<file path="config.mk">
export PLATFORM = sky130hd
export DESIGN_NAME = decimal_digit_add_subtract
export DESIGN_NICKNAME = d
export VERILOG_FILES = /design/src/rtl/core/ddas_pkg.sv /design/src/rtl/core/ddas_ram.sv /design/src/rtl/core/ddas_ctrl.sv /design/src/rtl/core/ddas_datapath.sv /design/src/rtl/core/decimal_digit_add_subtract.sv
export SDC_FILE = /design/constraint.sdc
export NUM_CORES = 1
export LEC_CHECK = 0
export ABC_AREA = 1
export BUFFER_PORTS_ARGS = -buffer_cell sky130_fd_sc_hd__buf_4
export CELL_PAD_IN_SITES_DETAIL_PLACEMENT = 1
export CELL_PAD_IN_SITES_GLOBAL_PLACEMENT = 1
export CORE_AREA = 2 2 170 255
export DETAILED_ROUTE_END_ITERATION = 6
export DIE_AREA = 0 0 172 257
export GPL_TIMING_DRIVEN = 1
export PLACE_DENSITY_LB_ADDON = 0.1
export SETUP_SLACK_MARGIN = 0.02
export SYNTH_ARGS = -nofsm -noshare
export SYNTH_HDL_FRONTEND = slang
export SYNTH_HIERARCHICAL = 1
export SYNTH_SLANG_ARGS = --single-unit
</file>
<file path="constraint.sdc">
create_clock -name clk -period 3 [get_ports clk]
set_input_delay 0.3 -clock clk [delete_from_list [all_inputs] [get_ports clk]]
set_output_delay 0.3 -clock clk [all_outputs]
set_load 0.05 [all_outputs]
</file>
<file path="src/rtl/core/ddas_pkg.sv">
// Shared types, constants and helpers for the decimal digit add/subtract block.
`timescale 1ns / 1ps
package ddas_pkg;

    // Decimal radix in the 5-bit digit arithmetic, and the largest decimal digit
    localparam logic [4:0] RADIX     = 5'd10;
    localparam logic [3:0] DIGIT_MAX = 4'd9;

    // What the datapath loads into the output register
    typedef enum logic [1:0] {
        PUT_DIGIT = 2'd0,
        PUT_ERR   = 2'd1,
        PUT_ZERO  = 2'd2,
        PUT_CARRY = 2'd3
    } put_kind_t;

    // Controller to datapath commands
    typedef struct packed {
        logic      load;       // input beat accepted: store pair, latch operation
        logic      scan_init;  // set up the carry or compare pass
        logic      scan_step;  // evaluate one digit pair of the pass
        logic      emit_init;  // rewind to the least significant digit
        logic      put;        // load the output register
        put_kind_t kind;
        logic      finish;     // run done: clear count and overflow flag
    } ddas_cmd_t;

    // Datapath to controller status
    typedef struct packed {
        logic too_long;     // more pairs than the store holds
        logic op_sub;       // latched operation is subtract
        logic scan_end;     // pass address is on its final digit
        logic emit_end;     // emit address is on the most significant digit
        logic final_carry;  // carry out of the full-width sum
        logic equal;        // operands compare equal
        logic full;         // run filled every digit position
        logic out_free;     // output register can take a beat
    } ddas_status_t;

    // Clamp a raw 4-bit field to a decimal digit
    function automatic logic [3:0] sat_digit(input logic [3:0] d);
        sat_digit = (d > DIGIT_MAX) ? DIGIT_MAX : d;
    endfunction

endpackage

</file>
<file path="src/rtl/core/ddas_ram.sv">
// Generic single-port-write, single-port-read RAM with registered read data.
`timescale 1ns / 1ps
module ddas_ram #(
    parameter int WIDTH = 8,
    parameter int DEPTH = 40
) (
    input  logic                                          clk,
    input  logic                                          we,
    input  logic [((DEPTH > 1) ? $clog2(DEPTH) : 1)-1:0] waddr,
    input  logic [WIDTH-1:0]                              wdata,
    input  logic [((DEPTH > 1) ? $clog2(DEPTH) : 1)-1:0] raddr,
    output logic [WIDTH-1:0]                              rdata
);
    logic [WIDTH-1:0] mem [DEPTH];

    // Write port
    always_ff @(posedge clk)
    begin
        if (we)
        begin
            mem[waddr] <= wdata;
        end
    end

    // Registered read port
    always_ff @(posedge clk)
    begin
        rdata <= mem[raddr];
    end

endmodule

</file>
<file path="src/rtl/core/ddas_ctrl.sv">
// Sequencer: load, carry/compare pass, digit emit and special result beats.
`timescale 1ns / 1ps
module ddas_ctrl (
    input  logic                  clk,
    input  logic                  rst_n,
    input  logic                  in_valid,
    input  logic                  last,
    input  ddas_pkg::ddas_status_t st,
    output logic                  in_ready,
    output ddas_pkg::ddas_cmd_t   cmd
);
    typedef enum logic [9:0] {
        ST_LOAD      = 10'b0000000001,
        ST_PREP      = 10'b0000000010,
        ST_SCAN_RD   = 10'b0000000100,
        ST_SCAN_EV   = 10'b0000001000,
        ST_EMIT_INIT = 10'b0000010000,
        ST_EMIT_RD   = 10'b0000100000,
        ST_EMIT_PUT  = 10'b0001000000,
        ST_PUT_ERR   = 10'b0010000000,
        ST_PUT_ZERO  = 10'b0100000000,
        ST_PUT_CARRY = 10'b1000000000
    } state_t;

    state_t state_reg;
    state_t state_next;

    assign in_ready = (state_reg == ST_LOAD);

    // Next state and commands
    always_comb
    begin
        state_next = state_reg;
        cmd        = '0;
        cmd.kind   = ddas_pkg::PUT_DIGIT;
        case (state_reg)
            ST_LOAD:
            begin
                cmd.load = in_valid;
                if (in_valid && last)
                begin
                    state_next = ST_PREP;
                end
            end
            ST_PREP:
            begin
                cmd.scan_init = 1'b1;
                state_next    = st.too_long ? ST_PUT_ERR : ST_SCAN_RD;
            end
            ST_SCAN_RD:
            begin
                state_next = ST_SCAN_EV;
            end
            ST_SCAN_EV:
            begin
                cmd.scan_step = 1'b1;
                state_next    = st.scan_end ? ST_EMIT_INIT : ST_SCAN_RD;
            end
            ST_EMIT_INIT:
            begin
                cmd.emit_init = 1'b1;
                if (!st.op_sub && st.final_carry && st.full)
                begin
                    state_next = ST_PUT_ERR;
                end
                else if (st.op_sub && st.equal)
                begin
                    state_next = ST_PUT_ZERO;
                end
                else
                begin
                    state_next = ST_EMIT_RD;
                end
            end
            ST_EMIT_RD:
            begin
                state_next = ST_EMIT_PUT;
            end
            ST_EMIT_PUT:
            begin
                if (st.out_free)
                begin
                    cmd.put = 1'b1;
                    if (!st.emit_end)
                    begin
                        state_next = ST_EMIT_RD;
                    end
                    else if (!st.op_sub && st.final_carry)
                    begin
                        state_next = ST_PUT_CARRY;
                    end
                    else
                    begin
                        cmd.finish = 1'b1;
                        state_next = ST_LOAD;
                    end
                end
            end
            ST_PUT_ERR, ST_PUT_ZERO, ST_PUT_CARRY:
            begin
                if (state_reg == ST_PUT_ERR)
                begin
                    cmd.kind = ddas_pkg::PUT_ERR;
                end
                else if (state_reg == ST_PUT_ZERO)
                begin
                    cmd.kind = ddas_pkg::PUT_ZERO;
                end
                else
                begin
                    cmd.kind = ddas_pkg::PUT_CARRY;
                end
                if (st.out_free)
                begin
                    cmd.put    = 1'b1;
                    cmd.finish = 1'b1;
                    state_next = ST_LOAD;
                end
            end
            default:
            begin
                state_next = ST_LOAD;
            end
        endcase
    end

    // State register
    always_ff @(posedge clk or negedge rst_n)
    begin
        if (!rst_n)
        begin
            state_reg <= ST_LOAD;
        end
        else
        begin
            state_reg <= state_next;
        end
    end

    // A finishing beat always returns the sequencer to loading
    a_finish_to_load: assert property (@(posedge clk) disable iff (!rst_n)
        cmd.finish |=> state_reg == ST_LOAD)
        else $error("run finished but sequencer did not return to load");

endmodule

</file>
<file path="src/rtl/core/ddas_datapath.sv">
// Digit store, count, carry/borrow chain and output register.
`timescale 1ns / 1ps
module ddas_datapath #(
    parameter int MAX_DIGITS = 40
) (
    input  logic                   clk,
    input  logic                   rst_n,
    input  ddas_pkg::ddas_cmd_t    cmd,
    output ddas_pkg::ddas_status_t st,
    input  logic                   operation,
    input  logic [3:0]             digit_x,
    input  logic [3:0]             digit_y,
    output logic                   out_valid,
    input  logic                   out_ready,
    output logic [3:0]             digit,
    output logic                   negative,
    output logic                   status,
    output logic                   last_digit
);
    localparam int AW = (MAX_DIGITS > 1) ? $clog2(MAX_DIGITS) : 1;
    localparam int CW = $clog2(MAX_DIGITS + 1);
    localparam logic [CW-1:0] COUNT_MAX = CW'(MAX_DIGITS);

    logic [CW-1:0] count_reg, count_next;
    logic          too_long_reg, too_long_next;
    logic          op_reg;
    logic [AW-1:0] addr_reg;
    logic          carry_reg;   // pass result: add carry chain
    logic          eq_reg;      // pass result: no differing pair seen yet
    logic          neg_reg;     // pass result: y larger than x
    logic          chain_reg;   // emit carry or borrow
    logic          out_valid_reg;
    logic [3:0]    digit_reg;
    logic          negative_reg;
    logic          status_reg;
    logic          last_digit_reg;

    logic          we;
    logic [7:0]    rdata;
    logic [3:0]    rx, ry;
    logic [CW-1:0] count_m1;
    logic [AW-1:0] top_addr;
    logic [4:0]    scan_sum;
    logic [4:0]    add_sum;
    logic [3:0]    add_digit;
    logic          add_carry;
    logic [3:0]    big, sml;
    logic [4:0]    sub_diff;
    logic [3:0]    sub_digit;
    logic          sub_borrow;
    logic          out_free;

    // Operand store: x in the high nibble, y in the low nibble
    assign we = cmd.load && (count_reg < COUNT_MAX);

    ddas_ram #(
        .WIDTH(8),
        .DEPTH(MAX_DIGITS)
    ) u_store (
        .clk  (clk),
        .we   (we),
        .waddr(count_reg[AW-1:0]),
        .wdata({ddas_pkg::sat_digit(digit_x), ddas_pkg::sat_digit(digit_y)}),
        .raddr(addr_reg),
        .rdata(rdata)
    );

    assign rx       = rdata[7:4];
    assign ry       = rdata[3:0];
    assign count_m1 = count_reg - CW'(1);
    assign top_addr = count_m1[AW-1:0];

    // Carry pass over one pair
    assign scan_sum = {1'b0, rx} + {1'b0, ry} + {4'b0, carry_reg};

    // Emit: decimal add digit
    assign add_sum   = {1'b0, rx} + {1'b0, ry} + {4'b0, chain_reg};
    assign add_carry = (add_sum >= ddas_pkg::RADIX);
    assign add_digit = add_carry ? 4'(add_sum - ddas_pkg::RADIX) : add_sum[3:0];

    // Emit: decimal subtract of the smaller operand from the larger
    assign big        = neg_reg ? ry : rx;
    assign sml        = neg_reg ? rx : ry;
    assign sub_diff   = ({1'b0, big} + ddas_pkg::RADIX) - ({1'b0, sml} + {4'b0, chain_reg});
    assign sub_borrow = (sub_diff < ddas_pkg::RADIX);
    assign sub_digit  = sub_borrow ? sub_diff[3:0] : 4'(sub_diff - ddas_pkg::RADIX);

    assign out_free = !out_valid_reg || out_ready;

    // Status to the sequencer
    always_comb
    begin
        st.too_long    = too_long_reg;
        st.op_sub      = op_reg;
        st.scan_end    = op_reg ? (addr_reg == '0) : (addr_reg == top_addr);
        st.emit_end    = (addr_reg == top_addr);
        st.final_carry = carry_reg;
        st.equal       = eq_reg;
        st.full        = (count_reg == COUNT_MAX);
        st.out_free    = out_free;
    end

    // Digit count and overflow flag
    always_comb
    begin
        count_next    = count_reg;
        too_long_next = too_long_reg;
        if (cmd.finish)
        begin
            count_next    = '0;
            too_long_next = 1'b0;
        end
        else if (cmd.load)
        begin
            if (we)
            begin
                count_next = count_reg + CW'(1);
            end
            else
            begin
                too_long_next = 1'b1;
            end
        end
    end

    always_ff @(posedge clk or negedge rst_n)
    begin
        if (!rst_n)
        begin
            count_reg    <= '0;
            too_long_reg <= 1'b0;
        end
        else
        begin
            count_reg    <= count_next;
            too_long_reg <= too_long_next;
        end
    end

    // Pass address, chain bits and compare result
    always_ff @(posedge clk)
    begin
        if (cmd.load)
        begin
            op_reg <= operation;
        end
        if (cmd.scan_init)
        begin
            addr_reg  <= op_reg ? top_addr : '0;
            carry_reg <= 1'b0;
            eq_reg    <= 1'b1;
            neg_reg   <= 1'b0;
        end
        else if (cmd.scan_step)
        begin
            if (op_reg)
            begin
                addr_reg <= addr_reg - AW'(1);
                if (eq_reg && (rx != ry))
                begin
                    eq_reg  <= 1'b0;
                    neg_reg <= (rx < ry);
                end
            end
            else
            begin
                addr_reg  <= addr_reg + AW'(1);
                carry_reg <= (scan_sum >= ddas_pkg::RADIX);
            end
        end
        else if (cmd.emit_init)
        begin
            addr_reg  <= '0;
            chain_reg <= 1'b0;
        end
        else if (cmd.put && (cmd.kind == ddas_pkg::PUT_DIGIT))
        begin
            addr_reg  <= addr_reg + AW'(1);
            chain_reg <= op_reg ? sub_borrow : add_carry;
        end
    end

    // Output register valid
    always_ff @(posedge clk or negedge rst_n)
    begin
        if (!rst_n)
        begin
            out_valid_reg <= 1'b0;
        end
        else if (cmd.put)
        begin
            out_valid_reg <= 1'b1;
        end
        else if (out_ready)
        begin
            out_valid_reg <= 1'b0;
        end
    end

    // Output register payload
    always_ff @(posedge clk)
    begin
        if (cmd.put)
        begin
            case (cmd.kind)
                ddas_pkg::PUT_DIGIT:
                begin
                    digit_reg      <= op_reg ? sub_digit : add_digit;
                    negative_reg   <= op_reg && neg_reg;
                    status_reg     <= 1'b0;
                    last_digit_reg <= st.emit_end && (op_reg || !carry_reg);
                end
                ddas_pkg::PUT_ERR:
                begin
                    digit_reg      <= 4'd0;
                    negative_reg   <= 1'b0;
                    status_reg     <= 1'b1;
                    last_digit_reg <= 1'b1;
                end
                ddas_pkg::PUT_ZERO:
                begin
                    digit_reg      <= 4'd0;
                    negative_reg   <= 1'b0;
                    status_reg     <= 1'b0;
                    last_digit_reg <= 1'b1;
                end
                ddas_pkg::PUT_CARRY:
                begin
                    digit_reg      <= 4'd1;
                    negative_reg   <= 1'b0;
                    status_reg     <= 1'b0;
                    last_digit_reg <= 1'b1;
                end
                default:
                begin
                    digit_reg      <= 4'd0;
                    negative_reg   <= 1'b0;
                    status_reg     <= 1'b1;
                    last_digit_reg <= 1'b1;
                end
            endcase
        end
    end

    assign out_valid  = out_valid_reg;
    assign digit      = digit_reg;
    assign negative   = negative_reg;
    assign status     = status_reg;
    assign last_digit = last_digit_reg;

    // Count never runs past the store
    a_count_range: assert property (@(posedge clk) disable iff (!rst_n)
        count_reg <= COUNT_MAX)
        else $error("digit count past store depth");

    // Overflow flag only with a full store
    a_too_long_full: assert property (@(posedge clk) disable iff (!rst_n)
        too_long_reg |-> count_reg == COUNT_MAX)
        else $error("too-long flag set with store not full");

    // An error beat is a lone zero that closes the run
    a_error_beat: assert property (@(posedge clk) disable iff (!rst_n)
        (out_valid_reg && status_reg) |-> (digit_reg == 4'd0 && !negative_reg && last_digit_reg))
        else $error("malformed error beat");

endmodule

</file>
<file path="src/rtl/core/decimal_digit_add_subtract.sv">
// Top level of the multi-digit decimal adder/subtractor.
//
//  channel | direction | handshake            | payload
//  --------+-----------+----------------------+--------------------------------------
//  in      | in        | in_valid / in_ready  | operation, digit_x, digit_y, last
//  out     | out       | out_valid / out_ready| digit, negative, status, last_digit
//
// Digit pairs load one per cycle into a MAX_DIGITS x 8 RAM with registered read.
// After the last beat of an n-digit run: a setup state, a carry or compare pass that
// reads and then evaluates each digit pair, a rewind, then a read and a put state per
// result digit (one more beat for a final add carry); the registered RAM read sets this pace.
// Output stalls hold the sequencer in place; no input is taken until the run ends.
// Reset clears the count, overflow flag, sequencer and output valid; RAM needs no clear.
`timescale 1ns / 1ps
module decimal_digit_add_subtract #(
    parameter int MAX_DIGITS = 40
) (
    input  logic       clk,
    input  logic       rst_n,
    input  logic       in_valid,
    output logic       in_ready,
    input  logic       operation,
    input  logic [3:0] digit_x,
    input  logic [3:0] digit_y,
    input  logic       last,
    output logic       out_valid,
    input  logic       out_ready,
    output logic [3:0] digit,
    output logic       negative,
    output logic       status,
    output logic       last_digit
);
    ddas_pkg::ddas_cmd_t    cmd;
    ddas_pkg::ddas_status_t st;

    ddas_ctrl u_ctrl (
        .clk     (clk),
        .rst_n   (rst_n),
        .in_valid(in_valid),
        .last    (last),
        .st      (st),
        .in_ready(in_ready),
        .cmd     (cmd)
    );

    ddas_datapath #(
        .MAX_DIGITS(MAX_DIGITS)
    ) u_datapath (
        .clk       (clk),
        .rst_n     (rst_n),
        .cmd       (cmd),
        .st        (st),
        .operation (operation),
        .digit_x   (digit_x),
        .digit_y   (digit_y),
        .out_valid (out_valid),
        .out_ready (out_ready),
        .digit     (digit),
        .negative  (negative),
        .status    (status),
        .last_digit(last_digit)
    );

endmodule

</file>
Yosys cells after proc, flatten, opt, wreduce, memory -nomap -nowiden --
Memories as Yosys holds them, arrays and structs flattened. A register that Yosys moved wholly into a read port is not among the register bits. Cells that the tools add are included.
Operators by class: reductions and logical operators 32, order comparisons 7, bitwise operators 3, multiplexer cells 53, add/subtract/negate cells 12, eq/ne operators 20
Operator list (count):
- 10-bit one-hot mux with 8 select lines | 1
- 6-bit 2-to-1 mux | 9
- 10-bit 2-to-1 mux | 5
- 4-bit 2-to-1 mux | 7
- 1-bit 2-to-1 mux | 20
- 9-bit 2-to-1 mux | 2
- 6-bit by 1-bit adder with 6-bit output, second input constant | 2
- 4-bit one-hot mux with 3 select lines | 1
- 6-bit by 1-bit subtractor with 6-bit output, second input constant | 2
- 5-bit by 1-bit adder with 5-bit output | 2
- 10-bit by 1-bit equality test with 1-bit output, second input constant | 1
- 10-bit equality test, second input constant | 1
- 10-bit by 2-bit equality test with 1-bit output, second input constant | 1
- 10-bit by 3-bit equality test with 1-bit output, second input constant | 1
- 10-bit by 4-bit equality test with 1-bit output, second input constant | 1
- 10-bit by 5-bit equality test with 1-bit output, second input constant | 1
- 10-bit by 6-bit equality test with 1-bit output, second input constant | 1
- 10-bit by 7-bit equality test with 1-bit output, second input constant | 1
- 10-bit by 8-bit equality test with 1-bit output, second input constant | 1
- 10-bit by 9-bit equality test with 1-bit output, second input constant | 1
- 5-bit by 4-bit greater-or-equal comparator with 1-bit output, second input constant | 2
- 1-bit logical AND | 9
- 3-bit AND reduction | 3
- 3-bit OR reduction | 3
- other kinds (30) | 49
Word-level totals: RAM bits 320, memories kept 1, input bits 14, bits in registers 36
Memory list:
- u_datapath.u_store.mem | depth 40, width 8, read ports 1, clocked after memory_dff 1, write ports 1, line ddas_ram.sv:14 | logic [WIDTH-1:0] mem [DEPTH];

Depth between registers and ports, before layout --
Gate-level depths: netlist of run 1.
depth in word-level cells 10, mapped depth 17

Cells and area by module --
The synthesis of run 1 kept the hierarchy.
Modules (own cells, without submodules):
- ddas_ram | area each 13250.2 µm², times used 1, cells an instance 1099, sequential area each 9769.4 µm²
- ddas_datapath | area each 2537.4 µm², times used 1, cells an instance 357, sequential area each 710.7 µm²
- ddas_ctrl | area each 755.7 µm², times used 1, cells an instance 117, sequential area each 251.5 µm²

Worst setup path after synthesis of run 1 --
Ideal clock, no wire load.
kind register to register, from reg u_datapath.neg_reg, to reg u_datapath.digit_reg[1], in the netlist u_datapath/digit[1] (data pin), buffers on the path 1, stages on the path, launching flop included 16, data arrival time 2814 ps, period minus slack after synthesis 3063 ps, setup time 249 ps, slack -63 ps, path through dfxtp_1 > clkbuf_1 > o21ai_0 > ha_1 > inv_1 > fa_1 > ha_1 > fa_1 > inv_1 > or2_2 > nand3_1 > nand3_1 > nand2_1 > inv_1 > nand2_1 > inv_1
On the way: cells in the longest elaborated chain, start to end 7, elaborated cells between the ends (all ways) 10, classes of those cells add/sub (4); order compare (1); mux (5)
Ends and longest elaborated chain:
- start: declaration | line ddas_datapath.sv:30 | logic neg_reg;
- start signal: assignment | line ddas_datapath.sv:162 | neg_reg <= (rx < ry);
- 4-bit 2-to-1 mux (on tied branches) | line ddas_datapath.sv:82, ddas_datapath.sv:83
- 4-bit by 4-bit adder with 5-bit output / 4-bit by 1-bit adder with 5-bit output (equally long branches) | line ddas_datapath.sv:84 | assign sub_diff = ({1'b0, big} + ddas_pkg::RADIX) - ({1'b0, sml} + {4'b0, chain_reg});
- 5-bit subtractor (*) | line ddas_datapath.sv:84
- 4-bit subtractor / 5-bit by 4-bit less-than comparator with 1-bit output (equally long branches) | line ddas_datapath.sv:86, ddas_datapath.sv:85
- 4-bit 2-to-1 mux (*) | line ddas_datapath.sv:86 | assign sub_digit = sub_borrow ? sub_diff[3:0] : 4'(sub_diff - ddas_pkg::RADIX);
- 4-bit 2-to-1 mux (*) | line ddas_datapath.sv:208 | digit_reg <= op_reg ? sub_digit : add_digit;
- 4-bit one-hot mux with 3 select lines (*) | line ddas_datapath.sv:205 | case (cmd.kind)
- end signal: assignment | line ddas_datapath.sv:208
- end: declaration | line ddas_datapath.sv:33 | logic [3:0] digit_reg;
Mark *: on every way between the ends. The rest lies on a longest branch, timed or not. A chain may end at the register's enable or synchronous reset.

Final worst setup path of run 1 --
from reg u_datapath.u_store.rdata[1] (read register of u_datapath.u_store.mem), to reg u_datapath.digit_reg[3], in the netlist u_datapath/digit[3] (data pin)
On the way: cells in the longest elaborated chain, start to end 7, elaborated cells between the ends (all ways) 15, classes of those cells add/sub (7); order compare (2); mux (6)
Ends and longest elaborated chain:
- start: declaration | line ddas_ram.sv:12 | output logic [WIDTH-1:0] rdata
- 4-bit 2-to-1 mux (on tied branches) | line ddas_datapath.sv:82, ddas_datapath.sv:83
- 4-bit by 4-bit adder with 5-bit output / 4-bit by 1-bit adder with 5-bit output (equally long branches) | line ddas_datapath.sv:84
- 5-bit subtractor | line ddas_datapath.sv:84
- 4-bit subtractor / 5-bit by 4-bit less-than comparator with 1-bit output (equally long branches) | line ddas_datapath.sv:86, ddas_datapath.sv:85
- 4-bit 2-to-1 mux | line ddas_datapath.sv:86
- 4-bit 2-to-1 mux (*) | line ddas_datapath.sv:208
- 4-bit one-hot mux with 3 select lines (*) | line ddas_datapath.sv:205
Marked as above.

==> results of run 1 <==
[cell usage after synthesis, drive strengths merged]
master / count
o21ai: 56
nor3b: 1
xor2: 10
o221ai: 8
nand3: 269
nor3: 9
or2: 3
a31oi: 2
dfxtp: 11
o211ai: 10
dfstp: 1
nor2: 118
nand2: 449
ha: 23
and2: 4
inv: 104
o21a: 1
nor4: 8
clkinv: 3
edfxtp: 335
o32ai: 2
buf: 56
a211oi: 1
xnor2: 5
fa: 4
clkbuf: 25
nand4: 10
dfrtp: 17
a21oi: 14
o22ai: 13
o41ai: 1
[worst register-to-register path: stages (launching register included)]
cell	delay (ns)
dfxtp_2	0.32
inv_2	0.07
nand2_1	0.05
o21ai_1	0.09
ha_2	0.19
inv_2	0.04
fa_1	0.48
ha_2	0.19
fa_1	0.48
inv_1	0.06
or2_4	0.26
nand2_2	0.10
nand2_1	0.06
nand2_1	0.06
nand2_1	0.05
nand2_1	0.07
a21oi_1	0.03
[cells by family (layout without fill, tap and decap cells)]
kind of cell / count (synthesis) / in the layout / synth area share (%)
adder cells (fa/ha/maj): 27 / 27 / 2.224
AND/OR/NAND/NOR: 871 / 871 / 22.86
buffers and inverters: 188 / 283 / 5.264
flip-flops: 364 / 364 / 64.87
XOR/XNOR: 15 / 15 / 0.8395
AO/OA/AOI/OAI: 108 / 108 / 3.948
[cells in the final DEF (no fill, tap or decap), types with 11 or more instances in the layout]
master | synthesis | final
a21oi_1 | 12 | 12
buf_4 | 11 | 104
clkbuf_16 | 0 | 38
dfrtp_1 | 17 | 17
edfxtp_1 | 335 | 335
ha_1 | 23 | 21
inv_1 | 100 | 98
nand2_1 | 432 | 432
nand2_2 | 16 | 16
nand3_1 | 266 | 264
nor2_1 | 108 | 105
nor2_2 | 9 | 11
o21ai_0 | 46 | 41
o21ai_1 | 8 | 12
o22ai_1 | 13 | 13
[what timing repair did]
action | 4_1_cts | 5_1_grt
pin swaps | 0 | 7
endpoints found under the hold margin | 19 | 0
setup buffers | 0 | 5
hold buffers | 2 | 0
resized for setup | 2 | 17
endpoints found under the setup margin | 3 | 61
[metal layers]
layer / up-vias / GRT usage (%) / wire (µm)
met3: 74 / 2.307 / 1115
met2: 175 / 39.32 / 24600
li1: 5526 / - / -
met5: - / 0 / 0
met1: 5815 / 25.14 / 18460
met4: 0 / 8.100 / 1576
[cell type report]
class,count,area [µm²],area share (%)
clock buffers,46,980.9,5.211
clock inverters,21,150.1,0.7976
inverters,107,405.4,2.154
multi-input cells,1021,4984,26.47
flip-flops and latches,364,10740,57.04
well taps,564,705.7,3.749
repair buffers,109,860.8,4.573
[worst max path at each step]
stage                     depth (start not counted)                                 endpoint                                 from
final                                            16            u_datapath/digit[3]$_DFFE_PP_  u_datapath/u_store/rdata[1]$_DFF_P_
after global routing                             16            u_datapath/digit[1]$_DFFE_PP_  u_datapath/u_store/rdata[1]$_DFF_P_
after CTS                                        16            u_datapath/digit[2]$_DFFE_PP_  u_datapath/u_store/rdata[1]$_DFF_P_
after detailed placement                         15            u_datapath/digit[2]$_DFFE_PP_  u_datapath/u_store/rdata[1]$_DFF_P_
after global placement                           15            u_datapath/digit[3]$_DFFE_PP_  u_datapath/u_store/rdata[1]$_DFF_P_
after floorplan                                  10  u_datapath/u_store/mem[18][0]$_DFFE_PP_      u_ctrl/state_reg[9]$_DFFE_PN0P_
[stage by stage]
stage                      TNS, ns  util (%)  hold WS (ns)
after CTS                        0     44.75       0.04468
final                            0     44.93       0.06269
after global placement           0     42.00        0.1915
after global routing             0     44.93       0.07587
after floorplan            -0.3425         -      0.004409
after detailed placement  -0.07920     42.00        0.1944
[where the power goes]
part           leakage, µW  switching [µW]  internal, µW
clock network     0.000555            1990          2430
registers          0.00334             218          5870
logic              0.00339            4800          2310
total              0.00728            7010         10600
==> results.json, run 1 <==
{
  "status": "finished clean",
  "finalWeightedCongestion": 0.8212,
  "drt-total-wl_mm": 45.75,
  "core-area_um2": 41900,
  "synth_cells": 1573,
  "rows": 92,
  "drtIter0Drc": 672,
  "synth.largest_area_cell": "edfxtp_1",
  "ios": 23,
  "areaGrowthSynthToFinish_pct": 13.79,
  "avgViaCountPerCell": 5.193,
  "nFillCells": 4654,
  "grt_max_degree": 83,
  "detail_route.wl_per_cell_um": 20.50,
  "placedInstanceArea_um2": 17600,
  "endpoint_kind": "register",
  "hold_end": "u_datapath/out_valid$_DFFE_PN0P_",
  "min_period_ns": 2.845,
  "leakage_uw": 0.007284,
  "dpl_worst_slack_ns": -0.03111,
  "antenna_found_initial": 0,
  "slew_viol_final": 0,
  "antenna_cells": 0,
  "numCtsBuffers": 38,
  "final_hold_viol_count": 0,
  "globalRouteOverflowTotal": 0,
  "path_max_fanout": 5,
  "fmax_ghz": 0.3515,
  "netlist_area_um2": 16540,
  "r2r-start": "u_datapath/u_store/rdata[1]$_DFF_P_",
  "path_cells": "inv_2 -> nand2_1 -> o21ai_1 -> ha_2 -> inv_2 -> fa_1 -> ha_2 -> fa_1 -> inv_1 -> or2_4 -> nand2_2 -> nand2_1 -> nand2_1 -> nand2_1 -> nand2_1 -> a21oi_1",
  "first_pass_iters": 4,
  "crit_type": "register to register",
  "die_w_um": 172,
  "cts_tree": "yes",
  "synthTopCellsByArea": "edfxtp_1, nand2_1, nand3_1",
  "slowest_stage": "fa_1",
  "cts_max_path_buffers": 3,
  "die_y_um": 257,
  "period_share_pct": 94.84,
  "setup_viol": 0,
  "nNetsFinal": 1682,
  "path_buf_inv": 3,
  "fin_skew_ns": 0.02642,
  "numPortBuffers": 22,
  "path_clk_slew_ns": 0.06,
  "hp-class": "input pin to register",
  "synth_top_area_share_pct": 60.81,
  "drv_cap": 0,
  "grt_setup_unrepaired": "false",
  "synth_nets": 1614,
  "grt_pass1_vias": 12520,
  "path_delay_family": "adder cells",
  "synth.distinct_cells": 51,
  "ir_drop_v": 0.0004400,
  "start_util_pct": 39.48,
  "synth_warnings": 6,
  "vias": 11590,
  "cts_root_buf": "clkbuf_16",
  "start_kind": "register",
  "final_cells": 2232,
  "drc": 0,
  "die_area_um2": 44200,
  "fin_ws_ns": 0.1549,
  "slowest_delay_ns": 0.48,
  "place_inst": 2158,
  "grtUsageTotal_pct": 21.33,
  "worstHoldStart": "out_ready",
  "fin_area_um2": 18820,
  "powerDensity_nw_per_um2": 935.7,
  "slew_headroom_pct": 38.31,
  "grt_pass1_wl_mm": 71.93,
  "crit_arrival_ns": 3.14,
  "ff2ff_path_depth": 16,
  "reg2reg_to": "u_datapath/digit[3]$_DFFE_PP_",
  "dp_hpwl_mm": 29.67,
  "worst_slew_pin_slew_ns": 0.9253,
  "worstPathRequired_ns": 3.29,
  "yosysSeqAreaShare_pct": 64.87,
  "synth_area_per_cell_um2": 10.52,
  "ff2ff_setup_slack_ns": 0.15,
  "largest_reg_flops": 320,
  "cp_common_cell": "nand2_1",
  "hold-path-cell-count": 4,
  "p_total_uw": 17610,
  "drtAntennaViolNets": 0,
  "cts_num_sinks": 364,
  "synth_seq_cells": 364,
  "cts_max_level": 2,
  "insertion_delay_ns": 0.55,
  "drive_gt1_share_pct": 13.07
}
Note: power is estimated with default switching activity, not from simulation.
==> run 2, diff against run 1 <==
--- a/config.mk
+++ b/config.mk
@@ -10,6 +10,8 @@
 export CELL_PAD_IN_SITES_DETAIL_PLACEMENT = 1
 export CELL_PAD_IN_SITES_GLOBAL_PLACEMENT = 1
 export CORE_AREA = 2 2 170 255
+export CTS_BUF_LIST = sky130_fd_sc_hd__clkbuf_4
+export CTS_CLUSTER_DIAMETER = 30
 export DETAILED_ROUTE_END_ITERATION = 6
 export DIE_AREA = 0 0 172 257
 export GPL_TIMING_DRIVEN = 1
==> constraint.sdc (replaced) <==
create_clock -name clk -period 3.05 [get_ports clk]
set_input_delay 0.305 -clock clk [delete_from_list [all_inputs] [get_ports clk]]
set_output_delay 0.305 -clock clk [all_outputs]
set_load 0.05 [all_outputs]
==> run 2 against run 1 <==
Against the previous run: register-to-register slack about the same; clock skew is 0.038 ns higher; sequential share of layout area about the same; cell area barely moved; sequential power down 2%; count of clock-buffer cells in the layout is 84 higher; global-route usage is 0.18 points lower; maximum frequency fell by 2.2%.
==> results.json, run 2 (synthesized netlist as in run 1, its figures left out) <==
{
  "rows": 92,
  "die_w_um": 172,
  "ios": 23,
  "start_kind": "register",
  "first_pass_iters": 7,
  "slew_viol_final": 0,
  "grt_setup_unrepaired": "false",
  "detail_route.wl_per_cell_um": 19.47,
  "leakage_uw": 0.007399,
  "drt-total-wl_mm": 45.25,
  "layout_common_cells": "nand2_1, edfxtp_1, nand3_1, clkbuf_4, nor2_1",
  "numCtsBuffers": 92,
  "met2_usage_pct": 38.94,
  "placedInstanceArea_um2": 17570,
  "drtIter0Drc": 619,
  "fmax_ghz": 0.3439,
  "path_clk_slew_ns": 0.07,
  "met1_usage_pct": 23.59,
  "crit_type": "register to register",
  "cts_root_buf": "clkbuf_4",
  "period_share_pct": 95.34,
  "fin_area_um2": 18810,
  "cts_tree": "yes",
  "finalWeightedCongestion": 0.8465,
  "cts_max_path_buffers": 3,
  "nNetsFinal": 1737,
  "top_usage_layer": "met2",
  "avgViaCountPerCell": 5.092,
  "grtUsageTotal_pct": 21.14,
  "cts_num_sinks": 364,
  "antenna_found_initial": 2,
  "hold_ws_ns": 0.2183,
  "path_max_fanout": 6,
  "drtAntennaViolNets": 0,
  "ir_drop_v": 0.0004563,
  "grt_use_met3_pct": 3.353,
  "grt_pass1_vias": 12710,
  "core-area_um2": 41900,
  "die_y_um": 257,
  "final_hold_viol_count": 0,
  "crit_arrival_ns": 3.42,
  "cts_max_level": 3,
  "numPortBuffers": 22,
  "dp_hpwl_mm": 29.49,
  "largest_reg_flops": 320,
  "worstPathRequired_ns": 3.56,
  "fin_skew_ns": 0.06401,
  "worst_slew_pin_slew_ns": 0.8940,
  "grt_pass1_wl_mm": 70.81,
  "powerDensity_nw_per_um2": 887.9,
  "drv_cap": 0,
  "final_common_cell": "nand2_1",
  "drc": 0,
  "areaGrowthSynthToFinish_pct": 13.67,
  "slew_headroom_pct": 40.21,
  "setup_viol": 0,
  "min_period_ns": 2.908,
  "status": "finished clean",
  "insertion_delay_ns": 0.79,
  "p_total_uw": 16700,
  "start_util_pct": 39.48,
  "final_util_pct": 44.88,
  "drive_gt1_share_pct": 16.49,
  "hp-class": "input pin to register",
  "grt_max_degree": 126,
  "endpoint_kind": "register",
  "tns_ns": 0,
  "globalRouteOverflowTotal": 0,
  "vias": 11830,
  "die_area_um2": 44200
}
run 2: cell types whose count changed in the layout (fill, tap and decap cells not counted), moves of 3 or more:
cell,before,now
clkbuf_1,8,0
buf_4,104,96
inv_2,5,8
clkinv_1,9,13
diode_2,0,7
clkbuf_4,0,130
clkbuf_16,38,0
dlygate4sd3_1,2,11
clkinv_2,8,5
run 2: metrics by stage:
stage                     setup slack, ns  instances
after floorplan                   0.04286       1573
after global placement             0.1375       2154
after detailed placement         -0.01994       2154
after CTS                         0.04217       2316
after global routing              0.02387       2323
final                              0.1421       2324
run 2: final timing paths:
kind / from / to / slack (ns) / cells after the start
min in group asynchronous: rst_n / u_ctrl/state_reg[0]$_DFFE_PN1P_ / 0.54 / 3
hold reg to reg: u_datapath/too_long_reg$_DFFE_PN0P_ / u_ctrl/state_reg[2]$_DFFE_PN0P_ / 0.51 / 1
hold / removal: digit_y[2] / u_datapath/u_store/mem[2][2]$_DFFE_PP_ / 0.22 / 4
setup / recovery: u_datapath/neg_reg$_SDFFE_PP0P_ / u_datapath/digit[3]$_DFFE_PP_ / 0.14 / 15
max in group asynchronous: rst_n / u_datapath/count_reg[1]$_DFFE_PN0P_ / 1.16 / 4
setup reg to reg: u_datapath/neg_reg$_SDFFE_PP0P_ / u_datapath/digit[3]$_DFFE_PP_ / 0.14 / 15
run 2: worst max-delay path: stages, from the launching register on:
cell and delay (ns):
dfxtp_4 0.38, nand2_1 0.06, o21ai_1 0.09, ha_1 0.18
inv_1 0.05, fa_1 0.45, ha_1 0.22, fa_1 0.49
inv_1 0.07, or2_4 0.26, nand2_2 0.11, nand2_1 0.07
nand2_1 0.07, nand2_1 0.05, nand2_1 0.07, a21oi_1 0.04
run 2: area by class of cell:
cell class                 count  area (µm²)
tap                          564       705.7
timing repair buffer         110       890.9
inverter                     107       405.4
clock buffer                 130       975.9
fill                        4727       23090
antenna                        7       17.52
sequential                   364       10740
clock inverter                21       115.1
multi-input combinational   1021        4960
run 2: what timing repair did:
action,4_1_cts,5_1_grt
gates resized for setup,3,6
pin swaps,0,1
endpoints found under the hold margin,62,0
setup buffers,0,1
endpoints found under the setup margin,1,53
hold buffers,11,0
run 2: per-layer routing:
layer / vias up / part of all wire [%] / wire, µm
met5: - / 0 / 0
met4: 0 / 3.5 / 1574
met3: 81 / 3.0 / 1365
met2: 197 / 54 / 24310
met1: 5849 / 40 / 18000
li1: 5706 / - / -
run 2: report_power, final:
part	total, µW	switching, µW	internal [µW]
Clock	3940	1910	2030
Combinational	6800	4640	2160
Sequential	5960	193	5770
==> run 3, diff against run 2 <==
--- a/config.mk
+++ b/config.mk
@@ -7,6 +7,7 @@
 export LEC_CHECK = 0
 export ABC_AREA = 1
 export BUFFER_PORTS_ARGS = -buffer_cell sky130_fd_sc_hd__buf_4
+export CAP_MARGIN = 20
 export CELL_PAD_IN_SITES_DETAIL_PLACEMENT = 1
 export CELL_PAD_IN_SITES_GLOBAL_PLACEMENT = 1
 export CORE_AREA = 2 2 170 255
@@ -16,6 +17,7 @@
 export DIE_AREA = 0 0 172 257
 export GPL_TIMING_DRIVEN = 1
 export PLACE_DENSITY_LB_ADDON = 0.1
+export RECOVER_POWER = 50
 export SETUP_SLACK_MARGIN = 0.02
 export SYNTH_ARGS = -nofsm -noshare
 export SYNTH_HDL_FRONTEND = slang
==> run 3 against run 2 <==
Against the previous run: the flow now finishes with violations (capacitance limit, slew limit); highest routed layer unchanged; power is 0.33% lower; flip-flop and latch count stayed put; global-route usage stayed put; register-to-register slack hardly changed; critical endpoint unchanged; cell count stayed put; die area stayed put; critical path depth stayed put.
==> results.json, run 3 (synthesized netlist as in run 1, its figures left out) <==
{
  "slowest_stage": "fa_1",
  "seqPwrFrac_pct": 35.8,
  "ir_drop_v": 0.0004564,
  "globalRouteOverflowTotal": 0,
  "die_w_um": 172,
  "cts_max_level": 3,
  "powerDensity_nw_per_um2": 889.1,
  "drt-total-wl_mm": 45.20,
  "leakage_uw": 0.007342,
  "slowest_delay_ns": 0.49,
  "period_share_pct": 95.03,
  "core-area_um2": 41900,
  "final_util_pct": 44.67,
  "finalWeightedCongestion": 0.8465,
  "cts_num_sinks": 364,
  "p_int_uw": 9919,
  "grt_max_degree": 126,
  "hp-class": "input pin to register",
  "cts_max_path_buffers": 3,
  "violations": "capacitance limit, slew limit",
  "areaGrowthSynthToFinish_pct": 13.15,
  "avgViaCountPerCell": 5.099,
  "seq_area_um2": 10740,
  "setup_viol": 0,
  "final_common_cell": "nand2_1",
  "status": "finished, violations left",
  "dp_hpwl_mm": 29.49,
  "first_pass_iters": 4,
  "path_max_fanout": 6,
  "grt_pass1_vias": 12710,
  "fmax_ghz": 0.3450,
  "p_sw_share_pct": 40.40,
  "layout_common_cells": "nand2_1, edfxtp_1, nand3_1, clkbuf_4, nor2_1",
  "rows": 92,
  "drc": 0,
  "grt_setup_unrepaired": "false",
  "path_clk_slew_ns": 0.06,
  "fin_skew_ns": 0.06474,
  "numPortBuffers": 22,
  "die_area_um2": 44200,
  "min_period_ns": 2.899,
  "p_switching_uw": 6724,
  "numCtsBuffers": 92,
  "path_cells": "nand2_1 -> o21ai_1 -> ha_1 -> inv_1 -> fa_1 -> ha_1 -> fa_1 -> inv_1 -> or2_4 -> nand2_2 -> nand2_1 -> nand2_1 -> nand2_1 -> nand2_1 -> a21oi_1",
  "hold_ws_ns": 0.3103,
  "final_hold_viol_count": 0,
  "grt_pass1_wl_mm": 70.81,
  "place_inst": 2154,
  "drv_cap": 3,
  "die_y_um": 257,
  "nNetsFinal": 1737,
  "final_cells": 2324,
  "largest_reg_flops": 320,
  "cp_common_cell": "nand2_1",
  "path_buf_inv": 2,
  "crit_arrival_ns": 3.40,
  "p_comb_share_pct": 40.5,
  "nFillCells": 4738,
  "drtIter0Drc": 597,
  "ios": 23,
  "antenna_found_initial": 2,
  "cts_tree": "yes",
  "slew_viol_final": 123,
  "worstPathRequired_ns": 3.56,
  "grtUsageTotal_pct": 21.14,
  "pwr-share-clk_pct": 23.7,
  "worst_slew_pin_slew_ns": 2.050,
  "detail_route.wl_per_cell_um": 19.45,
  "slew_headroom_pct": -36.65,
  "drive_gt1_share_pct": 15.23,
  "insertion_delay_ns": 0.80,
  "path_delay_family": "adder cells",
  "drtAntennaViolNets": 0,
  "vias": 11850,
  "placedInstanceArea_um2": 17570,
  "fin_area_um2": 18720,
  "endpoint_kind": "register",
  "start_kind": "register",
  "start_util_pct": 39.48,
  "crit_type": "register to register",
  "cts_root_buf": "clkbuf_4",
  "tns_ns": 0,
  "multiInputGateArea_um2": 4925
}
## run 3: changes by cell type in the layout (fill, tap and decap cells not counted), sizes merged
cell / change
buf: -16
clkbuf: +16
## run 3: repair_timing
action	4_1_cts	5_1_grt
setup endpoints to repair	1	53
hold endpoints to repair	62	0
pin swaps	0	1
gates resized for setup	3	6
hold buffers	11	0
buffers inserted	0	1
## run 3: layout make-up
cell class,count,share of cell area [%]
multi-input combinational,1021,26.31
clock inverter,21,0.6150
inverter,107,2.166
tap,564,3.770
sequential,364,57.35
antenna,7,0.09358
clock buffer,130,5.214
timing repair buffer,110,4.479
## run 3: final timing paths
check,slack [ns],cells past startpoint,to,start
max reg2reg,0.15,15,u_datapath/digit[3]$_DFFE_PP_,u_datapath/neg_reg$_SDFFE_PP0P_
min in group asynchronous,0.60,3,u_ctrl/state_reg[0]$_DFFE_PN1P_,rst_n
min,0.31,2,u_datapath/op_reg$_DFFE_PP_,operation
max,0.15,15,u_datapath/digit[3]$_DFFE_PP_,u_datapath/neg_reg$_SDFFE_PP0P_
min reg2reg,0.51,1,u_ctrl/state_reg[2]$_DFFE_PN0P_,u_datapath/too_long_reg$_DFFE_PN0P_
max in group asynchronous,1.07,4,u_datapath/count_reg[1]$_DFFE_PN0P_,rst_n
## run 3: power by group through the flow
stage | Sequential [µW] | Clock [µW] | Combinational, µW
final | 5960 | 3940 | 6740
after global routing | 5990 | 4360 | 7570
after CTS | 5960 | 4100 | 6860
after detailed placement | 6070 | 0 | 6800
after global placement | 6060 | 0 | 6630
after floorplan | 6140 | 0 | 4710
## run 3: layer usage
metal	part of all wire, %	vias up	track usage, %
met3	3.0	81	3.353
met5	0	-	0
li1	-	5708	-
met1	40	5858	23.59
met2	54	204	38.94
met4	3.5	0	9.594
## run 3: per-stage QoR
| stage | power, µW | worst slack, ns |
|---|---|---|
| floorplan | 10850 | 0.04286 |
| global placement | 12690 | 0.1375 |
| detailed placement | 12870 | -0.01994 |
| CTS | 16930 | 0.04217 |
| global route | 17910 | 0.02387 |
| finish | 16640 | 0.1515 |
## run 3: worst reg2reg max path, cell delays in order (launching register included)
cell     delay [ns]
dfxtp_4        0.38
nand2_1        0.06
o21ai_1        0.09
ha_1           0.18
inv_1          0.05
fa_1           0.45
ha_1           0.22
fa_1           0.49
inv_1          0.07
or2_4          0.26
nand2_2        0.11
nand2_1        0.07
nand2_1        0.07
nand2_1        0.05
nand2_1        0.07
a21oi_1        0.05
